`src/sv/bta_ram.sv`:
```
`default_nettype none
module bta_ram #(
   parameter int WIDTH = 8,
   parameter int DEPTH = 16
) (
   input  wire logic                     clock,
   input  wire logic                     we,
   input  wire logic [$clog2(DEPTH)-1:0] waddr,
   input  wire logic [WIDTH-1:0]         wdata,
   input  wire logic [$clog2(DEPTH)-1:0] raddr,
   output logic      [WIDTH-1:0]         rdata
);
   logic [WIDTH-1:0] mem [DEPTH];

   always_ff @(posedge clock) begin
      if (we) begin
         mem[waddr] <= wdata;
      end
      rdata <= mem[raddr];
   end
endmodule
`default_nettype wire

```
`config.mk`:
```
export PLATFORM = sky130hd
export DESIGN_NAME = bta_ram
export DESIGN_NICKNAME = d
export VERILOG_FILES = /design/src/sv/bta_ram.sv
export SDC_FILE = /design/constraint.sdc
export NUM_CORES = 1
export LEC_CHECK = 0
export ABC_CLOCK_PERIOD_IN_PS = 2600
export BUFFER_PORTS_ARGS = -buffer_cell sky130_fd_sc_hd__buf_2
export CORE_ASPECT_RATIO = 1.75
export CORE_MARGIN = 4
export CORE_UTILIZATION = 42
export DETAILED_ROUTE_END_ITERATION = 10
export PLACE_DENSITY = 0.56
export RECOVER_POWER = 50
export SLEW_MARGIN = 20
export SYNTH_ARGS = -nofsm -noshare
export SYNTH_HDL_FRONTEND = slang
export SYNTH_SLANG_ARGS = --single-unit
export TNS_END_PERCENT = 10
```
`constraint.sdc`:
```
create_clock -name clock -period 2.6 [get_ports clock]
set_input_delay 0.26 -clock clock [delete_from_list [all_inputs] [get_ports clock]]
set_output_delay 0.26 -clock clock [all_outputs]
set_load 0.02 [all_outputs]
```
==> flow_summary.yaml, run 1 <==
run_status:
  status: "finished clean"
min_path:
  min_path_type: "in2reg"
placed_design:
  dp_cells: 427
  place_hpwl_um: 6850
  io_buffers: 25
  place_congestion: 0.805
pwr:
  p_leak_nw: 2.02
  ir_drop_mv: 0.577
  powerDensity_nw_per_um2: 798
synthesis:
  syn_nets: 247
  synth_top_area_share_pct: 74.7
  synth_area_leaders: "edfxtp_1, mux4_2, mux4_1, dfxtp_1, a22oi_1"
  synth_top_area_cell: "edfxtp_1"
  synth_cell_types: 19
  synth_warnings: 0
  ys_seq_area_share_pct: 77.8
  syn_area_per_cell_um2: 22.5
  syn_area_um2: 5150
  synthCells: 229
  synth-seq-cells: 136
global_routing:
  grt_pass1_vias: 2633
  grt-ovfl-total: 0
  grt_usage_pct: 16.1
  grt_pass1_wl_um: 15800
  grt_start_max_net_pins: 33
  antenna_found_initial: 0
layout:
  nets: 299
  n_antenna_cell: 0
  layout-drive-gt1-share_pct: 26.2
  n_fill_cell: 994
  instances_no_fill: 459
  multi_input_area_um2: 1060
  area_delta_synth_final_pct: 17.5
  register_area_um2: 4000
routing:
  wl_per_cell_um: 22.7
  final_antenna_net_count: 0
  firstDrtPassIters: 4
  drc: 0
  via_count: 2453
  drt_iter0_drc: 208
  wirelength_um: 10400
  vias_per_cell: 5.34
sta:
  grt_setup_unrepaired: "no"
  max_freq_ghz: 0.662
  setup_viol: 0
  slew-limit-headroom_pct: 45.7
  fin_crit_ps: 1510
  fin_skew_ps: 4.40
  timing.final.crit_share_pct: 58.1
  timing.setup.tns_ps: 0
  worstMarginPinSlew_ps: 811
  hold_viol: 0
  final_max_slew_viol_count: 0
worst_setup_path:
  cpPeakStageDelay_ps: 640
  critPathCaptureType: "flop"
  required_ps: 2630
  critPathKind: "in2reg"
  cp_max_fo: 8
  crit_chain: "clkbuf_1, or3b_2, nor2_1"
  startpoint_type: "input port"
  cp.arrival_ps: 1540
  slowest_stage: "nor2_1"
cts:
  cts_setup_buffers: 0
  clkLatencyLatePin_ps: 410
  cts_root_buf: "clkbuf_16"
  cts_resized: 0
  cts-htree-levels: 4
  clkSinkCount: 136
  clockBufferDepth: 2
  cts_tree: "done"
  clkSlewWorstSetupHoldPaths_ps: 50
  numCtsBuffers: 17
  cts_hold_buffers: 0
floorplanning:
  core_um2: 12000
  ios: 26
  die_w_um: 91.7
  start_util_pct: 42.9
  fp-row-count: 53
  die_h_um: 154
  die_area_um2: 14200
run:
  drv_cap: 0
==> routing by layer <==
metal / global-route usage (%) / vias to the layer above / routed length [µm]
met3: 4.38 / 12 / 422
met4: 7.70 / 0 / 239
met2: 27.9 / 72 / 5760
met1: 18.2 / 1294 / 4000
met5: 0 / - / 0
li1: - / 1075 / -
==> cells in the mapped netlist <==
| master | number |
|---|---|
| and2_1 | 1 |
| and2b_1 | 1 |
| mux4_1 | 14 |
| mux4_2 | 18 |
| buf_4 | 1 |
| dfxtp_1 | 8 |
| nand2_1 | 9 |
| buf_2 | 3 |
| edfxtp_1 | 128 |
| clkdlybuf4s25_2 | 3 |
| nand3b_1 | 2 |
| buf_6 | 3 |
| nand2b_1 | 2 |
| nor3_1 | 4 |
| a22oi_1 | 16 |
| nor2b_1 | 1 |
| or3b_2 | 1 |
| nor2_1 | 13 |
| nand3_1 | 1 |
==> final timing paths <==
kind | from | end | slack, ps | cells past startpoint
max | we | mem[2][2] | 1090 | 3
min | waddr[0] | mem[0][2] | 280 | 2
max reg2reg | mem[0][1] | rdata[1] | 1220 | 3
min reg2reg | mem[8][5] | rdata[5] | 680 | 3
==> logic make-up after synthesis <==
logic type | count (synthesis) | synth area share [%]
compound gates | 16 | 2.33
buf+inv | 10 | 1.68
flops | 136 | 77.8
mux | 32 | 15.0
simple gates | 35 | 3.18
==> registers in the layout (all words and copies together) (netlist names) <==
| name | cells |
|---|---|
| mem | 128 |
| rdata | 8 |
==> worst max-delay path: cells and delay by family <==
family / cells / cell delay, ps
buffers and inverters: 1 / 130
AND/OR/NAND/NOR: 2 / 1150
==> cell type report <==
cell class	instances	area share [%]
Sequential cell	136	66.2
Multi-Input combinational cell	83	17.5
Clock buffer	20	7.22
Timing Repair Buffer	43	4.26
Tap cell	165	3.41
Clock inverter	12	1.41
==> report_power, final <==
part	switching [mW]	total, mW	internal (mW)	leakage, nW
sequential	0.0140	2.47	2.45	1.22
combinational	0.145	0.239	0.0941	0.541
clock	0.829	2.12	1.29	0.253
==> cells in the final DEF, fill, tap and decap left out, drive strengths merged <==
| master | n |
|---|---|
| a22oi | 16 |
| and2 | 1 |
| and2b | 1 |
| buf | 33 |
| bufinv | 1 |
| clkbuf | 30 |
| clkinv | 9 |
| clkinvlp | 2 |
| dfxtp | 8 |
| edfxtp | 128 |
| mux4 | 32 |
| nand2 | 9 |
| nand2b | 2 |
| nand3 | 1 |
| nand3b | 2 |
| nor2 | 13 |
| nor2b | 1 |
| nor3 | 4 |
| or3b | 1 |
==> through the flow <==
stage               hold WS [ps]  worst slack [ps]  utilization, %  area [µm²]  total power, mW
floorplan                    359               847               -        5150             2.65
global placement             648               674            46.2        5540             2.75
detailed placement           661               639            46.2        5540             2.76
CTS                          234              1070            50.5        6060             4.85
global route                 285               965            50.4        6050             4.98
finish                       283              1090            50.4        6050             4.82
Power figures use the tool's default switching activity.
==> run 2, diff against run 1 <==
--- a/config.mk
+++ b/config.mk
@@ -5,7 +5,7 @@
 export SDC_FILE = /design/constraint.sdc
 export NUM_CORES = 1
 export LEC_CHECK = 0
-export ABC_CLOCK_PERIOD_IN_PS = 2600
+export ABC_CLOCK_PERIOD_IN_PS = 1450
 export BUFFER_PORTS_ARGS = -buffer_cell sky130_fd_sc_hd__buf_2
 export CORE_ASPECT_RATIO = 1.75
 export CORE_MARGIN = 4
==> constraint.sdc (replaced) <==
create_clock -name clock -period 1.45 [get_ports clock]
set_input_delay 0.145 -clock clock [delete_from_list [all_inputs] [get_ports clock]]
set_output_delay 0.145 -clock clock [all_outputs]
set_load 0.02 [all_outputs]
==> run 2 against run 1 <==
Core utilization up 1.6 points. Flip-flop and latch count unchanged. Routed wire length down 3.2%. Sequential share of layout area down 2.1 points.
==> flow_summary.yaml, run 2 (synthesized netlist as in run 1, its figures left out) <==
layout:
  area_delta_synth_final_pct: 21.3
  layout-drive-gt1-share_pct: 29.0
  final_common_cell: "edfxtp_1"
  top_regs: "mem (128), rdata (8)"
  most-common-layout-cells: "edfxtp_1, buf_4, mux4_2, clkbuf_16"
  largest_register_ffs: 128
  n_antenna_cell: 0
  register_area_um2: 4000
  multi_input_area_um2: 1060
  nets: 308
  n_fill_cell: 972
  largest_register: "mem"
floorplanning:
  fp-row-count: 53
  core_um2: 12000
  die_h_um: 154
  start_util_pct: 42.9
  die_w_um: 91.7
  die_area_um2: 14200
  ios: 26
global_routing:
  grt_pass1_vias: 2674
  grt_usage_pct: 15.5
  grt_start_max_net_pins: 18
  busiest_layer: "met2"
  grt-ovfl-total: 0
  antenna_found_initial: 0
  grt_pass1_wl_um: 15600
  grt.met1_usage_pct: 17.8
  use_met3_pct: 3.99
  gr-usage-met2_pct: 27.5
pwr:
  switching_share_pct: 19.3
  ir_drop_mv: 0.934
  p_leak_nw: 2.10
  power_switching_mw: 1.78
  powerDensity_nw_per_um2: 1480
  power_frac_seq_pct: 48.0
  p_int_mw: 7.45
  p_total_mw: 9.22
  clkPwrFrac_pct: 47.2
  pwr-share-comb_pct: 4.8
routing:
  via_count: 2458
  vias_per_cell: 5.25
  wirelength_um: 10100
  drt_iter0_drc: 224
  final_antenna_net_count: 0
  drc: 0
  firstDrtPassIters: 4
  wl_per_cell_um: 21.5
cts:
  cts_root_buf: "clkbuf_16"
  clkLatencyLatePin_ps: 400
  cts_hold_buffers: 0
  clockBufferDepth: 2
  cts_tree: "done"
  cts_setup_buffers: 0
  clkSinkCount: 136
  cts-htree-levels: 4
  clkSlewWorstSetupHoldPaths_ps: 60
  numCtsBuffers: 17
  cts_resized: 0
sta:
  fin_skew_ps: 6.58
  fin_ws_ps: 104
  final_max_slew_viol_count: 0
  hold_viol: 0
  grt_setup_unrepaired: "no"
  worstMarginPinSlew_ps: 769
  timing.final.crit_share_pct: 92.8
  setup_viol: 0
  fin_crit_ps: 1350
  slew-limit-headroom_pct: 48.7
  max_freq_ghz: 0.743
placed_design:
  place_congestion: 0.851
  place_hpwl_um: 6940
  place_ws_ps: -128
  io_buffers: 25
worst_setup_path:
  cp.arrival_ps: 1630
  cp_max_fo: 1
  critPathCaptureType: "flop"
  required_ps: 1740
  startpoint_type: "flop"
  critPathKind: "reg2reg"
run:
  drv_cap: 0
run_status:
  status: "finished clean"
min_path:
  min_path_type: "in2reg"
-- run 2: power by group through the flow --
stage / combinational (mW) / sequential [mW] / clock [mW]
6_report: 0.446 / 4.43 / 4.35
5_1_grt: 0.486 / 4.43 / 4.63
4_1_cts: 0.461 / 4.43 / 4.43
3_5_place_dp: 0.459 / 4.51 / 0
3_3_place_gp: 0.451 / 4.51 / 0
2_1_floorplan: 0.223 / 4.53 / 0
-- run 2: worst paths after layout --
path	end	from	slack, ps	depth (start not counted)
setup / recovery	rdata[1]	mem[1][1]	100	3
hold / removal	mem[7][6]	wdata[6]	260	1
setup reg to reg	rdata[1]	mem[1][1]	100	3
hold reg to reg	rdata[1]	mem[12][1]	670	3
-- run 2: layout make-up --
cell class	instances	area share [%]
tap	165	3.31
clock inverter	13	2.85
multi-input combinational	83	17.0
timing repair buffer	52	5.75
clock buffer	19	6.94
sequential	136	64.1
-- run 2: worst max-delay path, cell delays in order (launching register included) --
cell,delay (ps)
edfxtp_1,360
mux4_1,500
a22oi_1,300
nand2_1,80
-- run 2: routing by layer --
| metal | wire (µm) | part of all wire, % |
|---|---|---|
| met2 | 5810 | 58 |
| met5 | 0 | 0 |
| met1 | 3810 | 38 |
| met4 | 133 | 1.3 |
| met3 | 331 | 3.3 |
-- run 2: stage by stage --
step | instances | TNS, ps | instance area [µm²] | hold WS (ps) | utilization [%]
final | 468 | 0 | 6240 | 263 | 52.0
after detailed placement | 436 | -863 | 5650 | 543 | 47.1
after floorplan | 229 | 0 | 5150 | 244 | -
after CTS | 468 | 0 | 6260 | 112 | 52.2
after global placement | 436 | -809 | 5650 | 528 | 47.1
after global routing | 468 | 0 | 6240 | 274 | 52.0
==> run 3, diff against run 2 <==
--- a/config.mk
+++ b/config.mk
@@ -6,10 +6,11 @@
 export NUM_CORES = 1
 export LEC_CHECK = 0
 export ABC_CLOCK_PERIOD_IN_PS = 1450
-export BUFFER_PORTS_ARGS = -buffer_cell sky130_fd_sc_hd__buf_2
-export CORE_ASPECT_RATIO = 1.75
+export BUFFER_PORTS_ARGS = -buffer_cell sky130_fd_sc_hd__buf_4
+export CORE_ASPECT_RATIO = 2
 export CORE_MARGIN = 4
 export CORE_UTILIZATION = 42
+export CTS_CLUSTER_SIZE = 12
 export DETAILED_ROUTE_END_ITERATION = 10
 export PLACE_DENSITY = 0.56
 export RECOVER_POWER = 50
==> run 3 against run 2 <==
Combinational power increased by 6.5%. Cell count decreased by 3.8%. Sequential power about the same. Flip-flop and latch count unchanged. Clock power increased by 2%. Critical endpoint is now rdata[3]. Register-to-register slack got worse by 20 ps. Critical path depth unchanged.
==> flow_summary.yaml, run 3 (synthesized netlist as in run 1, its figures left out) <==
run_status:
  status: "finished clean"
routing:
  wirelength_um: 10300
  firstDrtPassIters: 4
  via_count: 2465
  drt_iter0_drc: 181
  vias_per_cell: 5.48
  final_antenna_net_count: 0
  wl_per_cell_um: 23.0
  drc: 0
sta:
  grt_setup_unrepaired: "no"
  fin_ws_ps: 82.6
  fin_skew_ps: 6.06
  max_freq_ghz: 0.731
  hold_viol: 0
  timing.setup.tns_ps: 0
  fin_crit_ps: 1370
  setup_viol: 0
  timing.final.crit_share_pct: 94.3
  final_max_slew_viol_count: 0
  worstMarginPinSlew_ps: 764
  holdWs_ps: 261
  slew-limit-headroom_pct: 48.9
worst_setup_path:
  critPathCaptureType: "flop"
  critPathCapture: "rdata[3]"
  ff2ff_setup_slack_ps: 80
  cp.arrival_ps: 1650
  startpoint: "mem[9][3]"
  critPathKind: "reg2reg"
  crit-reg2reg-capture: "rdata[3]"
  reg2reg_depth: 3
  cp_max_fo: 1
  startpoint_type: "flop"
  required_ps: 1730
  reg2reg_from: "mem[9][3]"
cts:
  numCtsBuffers: 17
  cts_tree: "done"
  clkSlewWorstSetupHoldPaths_ps: 60
  cts_setup_buffers: 0
  cts_hold_buffers: 0
  cts-htree-levels: 4
  clkLatencyLatePin_ps: 410
  cts_resized: 0
  clockBufferDepth: 2
  cts_root_buf: "clkbuf_16"
  clkSinkCount: 136
run:
  drv_cap: 0
layout:
  nets: 308
  top_regs: "mem (128), rdata (8)"
  n_antenna_cell: 0
  largest_register_ffs: 128
  final_common_cell: "edfxtp_1"
  largest_register: "mem"
  n_fill_cell: 968
  area_delta_synth_final_pct: 22.2
  layout-drive-gt1-share_pct: 30.0
  most-common-layout-cells: "edfxtp_1, buf_4, mux4_2, clkbuf_16, a22oi_1"
pwr:
  powerDensity_nw_per_um2: 1480
  pwr-share-comb_pct: 5.1
  ir_drop_mv: 0.815
  switching_share_pct: 19.3
  power_switching_mw: 1.80
  p_total_mw: 9.34
  p_int_mw: 7.54
  p_leak_nw: 2.15
  clkPwrFrac_pct: 47.5
  power_frac_seq_pct: 47.4
global_routing:
  grt_usage_pct: 15.8
  grt_pass1_vias: 2543
  grt_pass1_wl_um: 15500
  grt-ovfl-total: 0
  antenna_found_initial: 0
  grt_start_max_net_pins: 21
placed_design:
  place_hpwl_um: 7140
  io_buffers: 25
  place_ws_ps: -97.0
  place_congestion: 0.771
floorplanning:
  start_util_pct: 42.7
  die_w_um: 86.3
  die_h_um: 165
  die_area_um2: 14200
  fp-row-count: 57
  ios: 26
  core_um2: 12100
min_path:
  hold_depth: 1
  min_from: "wdata[6]"
  min_path_type: "in2reg"
## run 3: cell count changes in the layout (fill, tap and decap cells not counted), sizes merged
cell	previous run	this run
buf	41	42
clkbuf	30	31
clkinv	3	6
clkinvlp	5	1
inv	1	0
## run 3: metrics by stage
stage | cell area [µm²] | instances | util [%]
floorplan | 5150 | 229 | -
global placement | 5700 | 418 | 47.3
detailed placement | 5700 | 418 | 47.3
CTS | 6330 | 450 | 52.5
global route | 6290 | 450 | 52.2
finish | 6290 | 450 | 52.2
## run 3: how the worst min path moves through the flow
stage | end | slack (ps)
2_1_floorplan | mem[0][0] | 240
3_3_place_gp | mem[5][1] | 460
3_5_place_dp | mem[6][6] | 470
4_1_cts | mem[6][6] | 40
5_1_grt | mem[0][0] | 260
6_report | mem[6][6] | 260
## run 3: metal layers
metal	vias up	wire, µm	GRT usage [%]
li1	1093	-	-
met1	1303	3750	16.7
met2	55	6040	29.4
met3	14	347	4.04
met4	0	194	6.45
met5	-	0	0
## run 3: area by class of cell
class | count | area (µm²) | share of cell area, %
multi-input cells | 83 | 1060 | 16.9
clock buffers | 21 | 450 | 7.16
well taps | 147 | 184 | 2.92
clock inverters | 11 | 173 | 2.75
flip-flops and latches | 136 | 4000 | 63.7
repair buffers | 52 | 415 | 6.61
## run 3: power by group through the flow
stage / combinational (mW) / sequential (mW) / clock [mW]
finish: 0.475 / 4.43 / 4.43
global route: 0.511 / 4.43 / 4.70
CTS: 0.499 / 4.43 / 4.51
detailed placement: 0.497 / 4.51 / 0
global placement: 0.491 / 4.51 / 0
floorplan: 0.223 / 4.53 / 0
## run 3: worst max-delay path, cell delays in order (launching register included)
cell	delay (ps)
edfxtp_1	370
mux4_1	510
a22oi_1	270
nand2_1	90
