--- config.mk ---
export PLATFORM = sky130hd
export DESIGN_NAME = bta_ctrl
export DESIGN_NICKNAME = d
export VERILOG_FILES = /design/src/sv/bta_pkg.sv /design/src/sv/bta_ctrl.sv
export SDC_FILE = /design/constraint.sdc
export NUM_CORES = 1
export LEC_CHECK = 0
export BUFFER_PORTS_ARGS = -buffer_cell sky130_fd_sc_hd__buf_2
export CORE_AREA = 2 2 154 156
export CTS_BUF_LIST = sky130_fd_sc_hd__clkbuf_4 sky130_fd_sc_hd__clkbuf_8
export DETAILED_ROUTE_END_ITERATION = 8
export DIE_AREA = 0 0 156 158
export GPL_TIMING_DRIVEN = 0
export PLACE_DENSITY = 0.94
export SYNTH_ARGS = -nofsm -noshare
export SYNTH_HDL_FRONTEND = slang
export SYNTH_SLANG_ARGS = --single-unit
--- constraint.sdc ---
create_clock -name clock -period 17.2 [get_ports clock]
set_input_delay 1.72 -clock clock [delete_from_list [all_inputs] [get_ports clock]]
set_output_delay 1.72 -clock clock [all_outputs]
set_load 0.05 [all_outputs]
--- src/sv/bta_pkg.sv ---
`default_nettype none
package bta_pkg;

   localparam int HEAP_BYTES = 4096;
   localparam int MIN_BLOCK  = 8;
   localparam int HEAP_EVEN  = (HEAP_BYTES + 1) / 2 * 2;
   localparam int MIN_EVEN   = (MIN_BLOCK + 1) / 2 * 2;
   localparam int TAG_WORDS  = HEAP_EVEN / 2;
   localparam int OFF_W      = 12;
   localparam int TAG_W      = 13;
   localparam int NEED_W     = 14;
   localparam int IDX_W      = 11;

   typedef logic [OFF_W-1:0]  off_type;
   typedef logic [TAG_W-1:0]  tag_type;
   typedef logic [NEED_W-1:0] need_type;
   typedef logic [IDX_W-1:0]  idx_type;

   localparam off_type  FIRST_HDR    = off_type'(4);
   localparam off_type  END_TAG      = off_type'(HEAP_EVEN - 4);
   localparam need_type TAG_OVERHEAD = need_type'(8);
   localparam off_type  SPLIT_SLACK  = off_type'(16);
   localparam need_type MIN_NEED     = need_type'(MIN_EVEN);
   localparam tag_type  SENTINEL     = tag_type'(1);
   localparam tag_type  WHOLE_FREE   = tag_type'(HEAP_EVEN - 8);

   typedef enum logic [1:0] {
      KIND_FIRST = 2'd0,
      KIND_BEST  = 2'd1,
      KIND_FREE  = 2'd2,
      KIND_NONE  = 2'd3
   } kind_type;

   typedef enum logic [3:0] {
      ST_INIT,
      ST_IDLE,
      ST_SRD,
      ST_SEV,
      ST_REL0,
      ST_REL1,
      ST_REL2,
      ST_WR,
      ST_DONE
   } state_type;

   typedef struct packed {
      logic    we;
      idx_type waddr;
      tag_type wdata;
      idx_type raddr;
   } ram_req_type;

   function automatic idx_type tag_idx(input off_type off);
      return off[OFF_W-1:1];
   endfunction

endpackage
`default_nettype wire

--- src/sv/bta_ctrl.sv ---
`default_nettype none
module bta_ctrl (
   input  wire logic                 clock,
   input  wire logic                 reset,
   input  wire logic                 start,
   output logic                      ready,
   input  wire logic [1:0]           kind,
   input  wire logic [12:0]          req_size,
   input  wire logic [11:0]          block_addr,
   input  wire logic                 slot_free,
   output logic                      done,
   output bta_pkg::off_type          result_addr,
   output logic                      result_ok,
   output bta_pkg::ram_req_type      ram_req,
   input  wire bta_pkg::tag_type     ram_rdata
);
   import bta_pkg::*;

   state_type state_ff, state_in;
   kind_type  kind_ff, kind_in;
   need_type  need_ff, need_in;
   off_type   p_ff, p_in, h_ff, h_in, s_ff, s_in;
   off_type   best_h_ff, best_h_in, best_s_ff, best_s_in;
   logic      found_ff, found_in;
   tag_type   prev_ff, prev_in;
   off_type   wa_ff [4];
   off_type   wa_in [4];
   tag_type   wd_ff [4];
   tag_type   wd_in [4];
   logic [1:0] wi_ff, wi_in, nw_ff, nw_in, icnt_ff, icnt_in;
   off_type   res_addr_ff, res_addr_in;
   logic      res_ok_ff, res_ok_in;

   need_type  sz;
   off_type   cur_s, tk_h, tk_s, tk_need, tk_rest, start_off;
   logic      cur_free, do_take, prev_free, next_free;
   tag_type   total;

   always_ff @(posedge clock) begin
      if (reset) begin
         state_ff <= ST_INIT;
         icnt_ff  <= '0;
         wi_ff    <= '0;
      end else begin
         state_ff <= state_in;
         icnt_ff  <= icnt_in;
         wi_ff    <= wi_in;
      end
      kind_ff     <= kind_in;
      need_ff     <= need_in;
      p_ff        <= p_in;
      h_ff        <= h_in;
      s_ff        <= s_in;
      best_h_ff   <= best_h_in;
      best_s_ff   <= best_s_in;
      found_ff    <= found_in;
      prev_ff     <= prev_in;
      wa_ff       <= wa_in;
      wd_ff       <= wd_in;
      nw_ff       <= nw_in;
      res_addr_ff <= res_addr_in;
      res_ok_ff   <= res_ok_in;
   end

   always_comb begin
      state_in    = state_ff;
      kind_in     = kind_ff;
      need_in     = need_ff;
      p_in        = p_ff;
      h_in        = h_ff;
      s_in        = s_ff;
      best_h_in   = best_h_ff;
      best_s_in   = best_s_ff;
      found_in    = found_ff;
      prev_in     = prev_ff;
      wa_in       = wa_ff;
      wd_in       = wd_ff;
      nw_in       = nw_ff;
      wi_in       = wi_ff;
      icnt_in     = icnt_ff;
      res_addr_in = res_addr_ff;
      res_ok_in   = res_ok_ff;
      ready       = 1'b0;
      done        = 1'b0;
      ram_req     = '0;
      do_take     = 1'b0;
      tk_h        = h_ff;
      tk_s        = s_ff;
      total       = '0;
      start_off   = h_ff;

      sz = (need_type'(req_size) + need_type'(1)) & ~need_type'(1);
      if (sz < MIN_NEED) begin
         sz = MIN_NEED;
      end

      cur_s     = ram_rdata[OFF_W-1:0] & ~off_type'(1);
      cur_free  = !ram_rdata[0];
      prev_free = !prev_ff[0] && (prev_ff <= tag_type'(h_ff - FIRST_HDR));
      next_free = !ram_rdata[0];

      case (state_ff)
         ST_INIT: begin
            ram_req.we = 1'b1;
            case (icnt_ff)
               2'd0: begin
                  ram_req.waddr = tag_idx(off_type'(0));
                  ram_req.wdata = SENTINEL;
               end
               2'd1: begin
                  ram_req.waddr = tag_idx(FIRST_HDR);
                  ram_req.wdata = WHOLE_FREE;
               end
               2'd2: begin
                  ram_req.waddr = tag_idx(END_TAG - off_type'(4));
                  ram_req.wdata = WHOLE_FREE;
               end
               default: begin
                  ram_req.waddr = tag_idx(END_TAG);
                  ram_req.wdata = SENTINEL;
               end
            endcase
            icnt_in = icnt_ff + 2'd1;
            if (icnt_ff == 2'd3) begin
               state_in = ST_IDLE;
            end
         end
         ST_IDLE: begin
            ready = 1'b1;
            if (start) begin
               kind_in     = kind_type'(kind);
               need_in     = sz + TAG_OVERHEAD;
               p_in        = block_addr;
               h_in        = FIRST_HDR;
               found_in    = 1'b0;
               res_addr_in = '0;
               res_ok_in   = 1'b0;
               if (kind_type'(kind) == KIND_NONE) begin
                  state_in = ST_DONE;
               end else begin
                  state_in = ST_SRD;
               end
            end
         end
         ST_SRD: begin
            ram_req.raddr = tag_idx(h_ff);
            if (h_ff < END_TAG) begin
               state_in = ST_SEV;
            end else if (kind_ff != KIND_FREE && found_ff) begin
               do_take = 1'b1;
               tk_h    = best_h_ff;
               tk_s    = best_s_ff;
            end else begin
               state_in = ST_DONE;
            end
         end
         ST_SEV: begin
            s_in     = cur_s;
            h_in     = h_ff + cur_s;
            state_in = ST_SRD;
            tk_s     = cur_s;
            if (cur_s < off_type'(2)) begin
               h_in = END_TAG;
            end else if (kind_ff == KIND_FREE) begin
               if ((h_ff + FIRST_HDR) == p_ff) begin
                  state_in = cur_free ? ST_DONE : ST_REL0;
                  h_in     = h_ff;
               end else if ({1'b0, h_ff} + 13'd4 > {1'b0, p_ff}) begin
                  state_in = ST_DONE;
               end
            end else if (cur_free) begin
               if (kind_ff == KIND_FIRST) begin
                  if (need_type'(cur_s) >= need_ff) begin
                     do_take = 1'b1;
                  end
               end else if (need_type'(cur_s) == need_ff) begin
                  do_take = 1'b1;
               end else if (need_type'(cur_s) > need_ff &&
                            (!found_ff || cur_s < best_s_ff)) begin
                  found_in  = 1'b1;
                  best_h_in = h_ff;
                  best_s_in = cur_s;
               end
            end
         end
         ST_REL0: begin
            ram_req.raddr = tag_idx(h_ff - off_type'(4));
            state_in      = ST_REL1;
         end
         ST_REL1: begin
            prev_in       = ram_rdata;
            ram_req.raddr = tag_idx(h_ff + s_ff);
            state_in      = ST_REL2;
         end
         ST_REL2: begin
            total = tag_type'(s_ff);
            if (prev_free) begin
               start_off = h_ff - prev_ff[OFF_W-1:0];
               total     = total + prev_ff;
            end
            if (next_free) begin
               total = total + ram_rdata;
            end
            wa_in[0]  = start_off;
            wd_in[0]  = total;
            wa_in[1]  = start_off + total[OFF_W-1:0] - off_type'(4);
            wd_in[1]  = total;
            nw_in     = 2'd1;
            wi_in     = '0;
            res_ok_in = 1'b1;
            state_in  = ST_WR;
         end
         ST_WR: begin
            ram_req.we    = 1'b1;
            ram_req.waddr = tag_idx(wa_ff[wi_ff]);
            ram_req.wdata = wd_ff[wi_ff];
            wi_in         = wi_ff + 2'd1;
            if (wi_ff == nw_ff) begin
               state_in = ST_DONE;
            end
         end
         ST_DONE: begin
            if (slot_free) begin
               done     = 1'b1;
               state_in = ST_IDLE;
            end
         end
         default: begin
            state_in = ST_INIT;
         end
      endcase

      tk_need = need_ff[OFF_W-1:0];
      tk_rest = tk_s - tk_need;
      if (do_take) begin
         wi_in       = '0;
         res_ok_in   = 1'b1;
         res_addr_in = tk_h + off_type'(4);
         state_in    = ST_WR;
         if (tk_rest <= SPLIT_SLACK) begin
            wa_in[0] = tk_h;
            wd_in[0] = tag_type'(tk_s) | SENTINEL;
            wa_in[1] = tk_h + tk_s - off_type'(4);
            wd_in[1] = tag_type'(tk_s) | SENTINEL;
            nw_in    = 2'd1;
         end else begin
            wa_in[0] = tk_h;
            wd_in[0] = tag_type'(tk_need) | SENTINEL;
            wa_in[1] = tk_h + tk_need - off_type'(4);
            wd_in[1] = tag_type'(tk_need) | SENTINEL;
            wa_in[2] = tk_h + tk_need;
            wd_in[2] = tag_type'(tk_rest);
            wa_in[3] = tk_h + tk_s - off_type'(4);
            wd_in[3] = tag_type'(tk_rest);
            nw_in    = 2'd3;
         end
      end
   end

   assign result_addr = res_addr_ff;
   assign result_ok   = res_ok_ff;

   a_write_states: assert property (@(posedge clock) disable iff (reset)
      ram_req.we |-> (state_ff == ST_INIT || state_ff == ST_WR))
      else $error("tag store written outside init or write-back");
   a_free_addr_zero: assert property (@(posedge clock) disable iff (reset)
      (done && kind_ff == KIND_FREE) |-> result_addr == '0)
      else $error("free returned a nonzero address");
   a_ok_addr: assert property (@(posedge clock) disable iff (reset)
      (done && kind_ff != KIND_FREE) |-> (result_ok == (result_addr != '0)))
      else $error("allocate status and address disagree");
   a_start_busy: assert property (@(posedge clock) disable iff (reset)
      (start && ready) |=> !ready)
      else $error("accepted a request without leaving idle");
endmodule
`default_nettype wire

==> results.cfg <==
[timing]
setup_total_negative_slack_ns = 0
fin_worst_hold_slack_ns = 0.468
timing.clock.skew_ns = 0.0196
hold_viol_final = 0
finalCritPeriodShare_pct = 48.0
worstMarginPinSlew_ns = 1.36
relSlewSlack_pct = 9.49
setup_violations = 0
setup_repair_after_global_routing_missed_its_margin = no
highest_attainable_clock_frequency_ghz = 0.121
period_minus_slack_ns = 8.26
maxSlewViolCount = 0

[finish]
utilization_pct = 67.5
nets = 1814
drive_above_1_share_pct = 11.1
antenna_cells_inserted = 0
finalInstanceArea_sq_um = 15600
layout_area_growth_over_synthesis_pct = 8.85

[global_route]
total_grt_overflow = 0
grt_pass1_wl_mm = 64.6
first_global_vias = 11900
grt_start_max_net_pins = 34
grt_usage_pct = 34.7
grt_antenna_before_repair = 0

[placed_design]
place_congestion = 0.974
place_area_sq_um = 15200
portBuffers = 93
hpwl_mm = 32.0

[synthesis]
netlist_area_sq_um = 14300
synth.top_cells.by_area = sky130_fd_sc_hd__edfxtp_1 (35%), sky130_fd_sc_hd__ha_1 (14%), sky130_fd_sc_hd__mux2i_1 (4.5%)
synth-warning-count = 0
yosysSeqAreaShare_pct = 35.9
synth_ff_type = sky130_fd_sc_hd__edfxtp_1
yosys.cell_types.count = 76
synth_top_cell_area_share_pct = 34.6
synth_top_cell_by_area = sky130_fd_sc_hd__edfxtp_1
synth_edf_count = 165
synth-seq-cells = 174
postSynthAreaPerCell_sq_um = 9.65
synth-async-reset-ratio_pct = 0
postSynthCellCount = 1482

[floorplanning]
die-width_um = 156
std_cell_rows = 56
effective_utilization_at_floorplan_pct = 62.0
die_y_um = 158
dieArea_sq_um = 24600
placeableCoreArea_sq_um = 23100
ioPinCount = 95

[critical_path]
critical_path_class = flip-flop to flip-flop
critical_path.max_fanout = 10
cpPeakStageDelay_ns = 0.60
worst_ep_arrival_time_ns = 8.58
worstSetupEndpointType = flip-flop
cpMaxStageDelayCell = sky130_fd_sc_hd__edfxtp_1
cp-start-kind = flip-flop
critical_path_required_ns = 17.52

[power]
powerDensity_nw_per_um2 = 104
seqPwrFrac_pct = 33.1
combinationalPowerShare_pct = 48.1
p_switching_mw = 0.718
irDropWorstVdd_v = 0.0000875
power.switching_fraction_pct = 44.5
clockPowerShare_pct = 18.8
intPower_mw = 0.894
leakage_power_nw = 6.63

[cts]
sinks_on_clock_net = 174
cts-resized-gates = 0
cts_root_buffer = sky130_fd_sc_hd__clkbuf_8
clk-insertion-delay-late_ns = 0.49
tritoncts = done
ctsLongestPathBuffers = 2
postCtsHoldBufs = 0
clock_tree.htree_level_count = 4
cts_setup_buffers = 0
numCtsBuffers = 17
clk_pin_slew_ns = 0.10

[job]
cap_viol_max_count = 0

[routing]
post-route-drc-count = 0
drt_pre_antenna_iters = 6
avgRoutedWirePerCell_um = 22.2
first_iter_violations = 1591
dr_total_vias = 12400
postRouteWirelength_mm = 42.1
ant_nets = 0
routed_via_density = 6.51

[min_path]
holdCritPathClass = flip-flop to flip-flop

[run_status]
run_status = completed
cells by family (layout without fill, tap and decap cells):
logic type / Yosys count / count (layout) / synth area share, %
simple gates: 400 / 400 / 13.8
other cells: 2 / 3 / 0.0525
flops: 174 / 174 / 35.9
buf+inv: 199 / 323 / 5.49
xor+xnor: 119 / 119 / 7.53
fa+ha+maj: 174 / 174 / 15.7
mux: 87 / 87 / 7.15
compound gates: 327 / 327 / 14.4
per-layer routing:
metal / global-route usage [%] / share of wire, % / vias to the layer above
met5: 0 / 0 / -
met4: 17.0 / 5.0 / 0
met3: 6.27 / 12 / 175
met2: 56.6 / 46 / 845
met1: 44.8 / 38 / 5764
li1: - / - / 5568
power groups by stage:
| stage | combinational (mW) | clock [mW] | sequential, mW |
|---|---|---|---|
| floorplan | 0.559 | 0 | 0.537 |
| global placement | 0.726 | 0 | 0.539 |
| detailed placement | 0.752 | 0 | 0.540 |
| CTS | 0.759 | 0.299 | 0.531 |
| global route | 0.836 | 0.315 | 0.534 |
| finish | 0.776 | 0.303 | 0.533 |
flip-flops by register name (all words and copies together), names as in the netlist, 12 cells and up:
signal and cells:
need_ff 13, wa_ff 44, prev_ff 13, p_ff 12, wd_ff 24
layout make-up:
class,instances,area [sq um]
Tap cell,290,363
Clock inverter,13,154
Buffer,45,208
Clock buffer,17,234
Fill cell,1703,7490
Timing Repair Buffer,94,493
Sequential cell,174,5130
Multi-Input combinational cell,1110,8400
Inverter,154,578
cells in the mapped netlist, types with 4 or more instances:
cell type                  number
sky130_fd_sc_hd__a211oi_1      11
sky130_fd_sc_hd__a21o_1        40
sky130_fd_sc_hd__a21oi_1       86
sky130_fd_sc_hd__a22oi_1       13
sky130_fd_sc_hd__a31oi_1       11
sky130_fd_sc_hd__and2_1         5
sky130_fd_sc_hd__and3_1        13
sky130_fd_sc_hd__buf_1          8
sky130_fd_sc_hd__buf_2          7
sky130_fd_sc_hd__buf_4          4
sky130_fd_sc_hd__clkbuf_1      24
sky130_fd_sc_hd__dfxtp_1        9
sky130_fd_sc_hd__edfxtp_1     165
sky130_fd_sc_hd__fa_1           9
sky130_fd_sc_hd__ha_1         165
sky130_fd_sc_hd__inv_1        152
sky130_fd_sc_hd__mux2_2        11
sky130_fd_sc_hd__mux2i_1       65
sky130_fd_sc_hd__mux4_2        11
sky130_fd_sc_hd__nand2_1       94
sky130_fd_sc_hd__nand2b_1      17
sky130_fd_sc_hd__nand3_1       28
sky130_fd_sc_hd__nand3b_1       7
sky130_fd_sc_hd__nand4_1       13
sky130_fd_sc_hd__nor2_1       112
sky130_fd_sc_hd__nor2b_1       27
sky130_fd_sc_hd__nor3_1        44
sky130_fd_sc_hd__nor4_1         9
sky130_fd_sc_hd__o211ai_1       7
sky130_fd_sc_hd__o21a_1        16
sky130_fd_sc_hd__o21ai_0       83
sky130_fd_sc_hd__o21ai_1        6
sky130_fd_sc_hd__o21bai_1       6
sky130_fd_sc_hd__o311ai_0       4
sky130_fd_sc_hd__o31a_1         7
sky130_fd_sc_hd__o31ai_1        5
sky130_fd_sc_hd__or2_2          5
sky130_fd_sc_hd__or3_1         11
sky130_fd_sc_hd__xnor2_1       68
sky130_fd_sc_hd__xor2_1        48
worst max-delay path, delay by kind of cell, from the launching register on:
| kind | cells | cell delay [ns] |
|---|---|---|
| compound gates | 11 | 2.47 |
| xor+xnor | 3 | 0.66 |
| fa+ha+maj | 4 | 1.27 |
| simple gates | 9 | 2.06 |
| mux | 1 | 0.19 |
| buf+inv | 3 | 0.82 |
| flops | 1 | 0.60 |
placed cells by master, fill, tap and decap left out, drive strengths merged, types with 13 or more instances in the layout:
cell type and instances:
nand4 14, clkbuf 41, nand2b 17, edfxtp 165
mux2i 65, o21a 16, buf 115, nor2b 27
nor3 44, xnor2 69, xor2 48, ha 165
nand2 94, o21ai 89, a22oi 13, a21oi 86
and3 13, inv 161, nand3 29, a21o 40
nor2 113
through the flow:
stage	setup slack (ns)	total power, mW	std cells
CTS	9.35	1.59	1897
detailed placement	9.38	1.29	1867
global placement	9.59	1.27	1866
finish	8.94	1.61	1897
floorplan	10.79	1.10	1483
global route	8.55	1.68	1897
final timing paths:
path | slack [ns] | end | from | cells after the start
max | 8.94 | wa_ff[35]$_DFFE_PP_ | h_ff[5]$_SDFFCE_PN0P_ | 31
min | 0.47 | best_h_ff[11]$_DFFE_PP_ | h_ff[11]$_SDFFCE_PN0P_ | 0
max reg2reg | 8.94 | wa_ff[35]$_DFFE_PP_ | h_ff[5]$_SDFFCE_PN0P_ | 31
min reg2reg | 0.47 | best_h_ff[11]$_DFFE_PP_ | h_ff[11]$_SDFFCE_PN0P_ | 0
(Power assumes the default switching activity.)
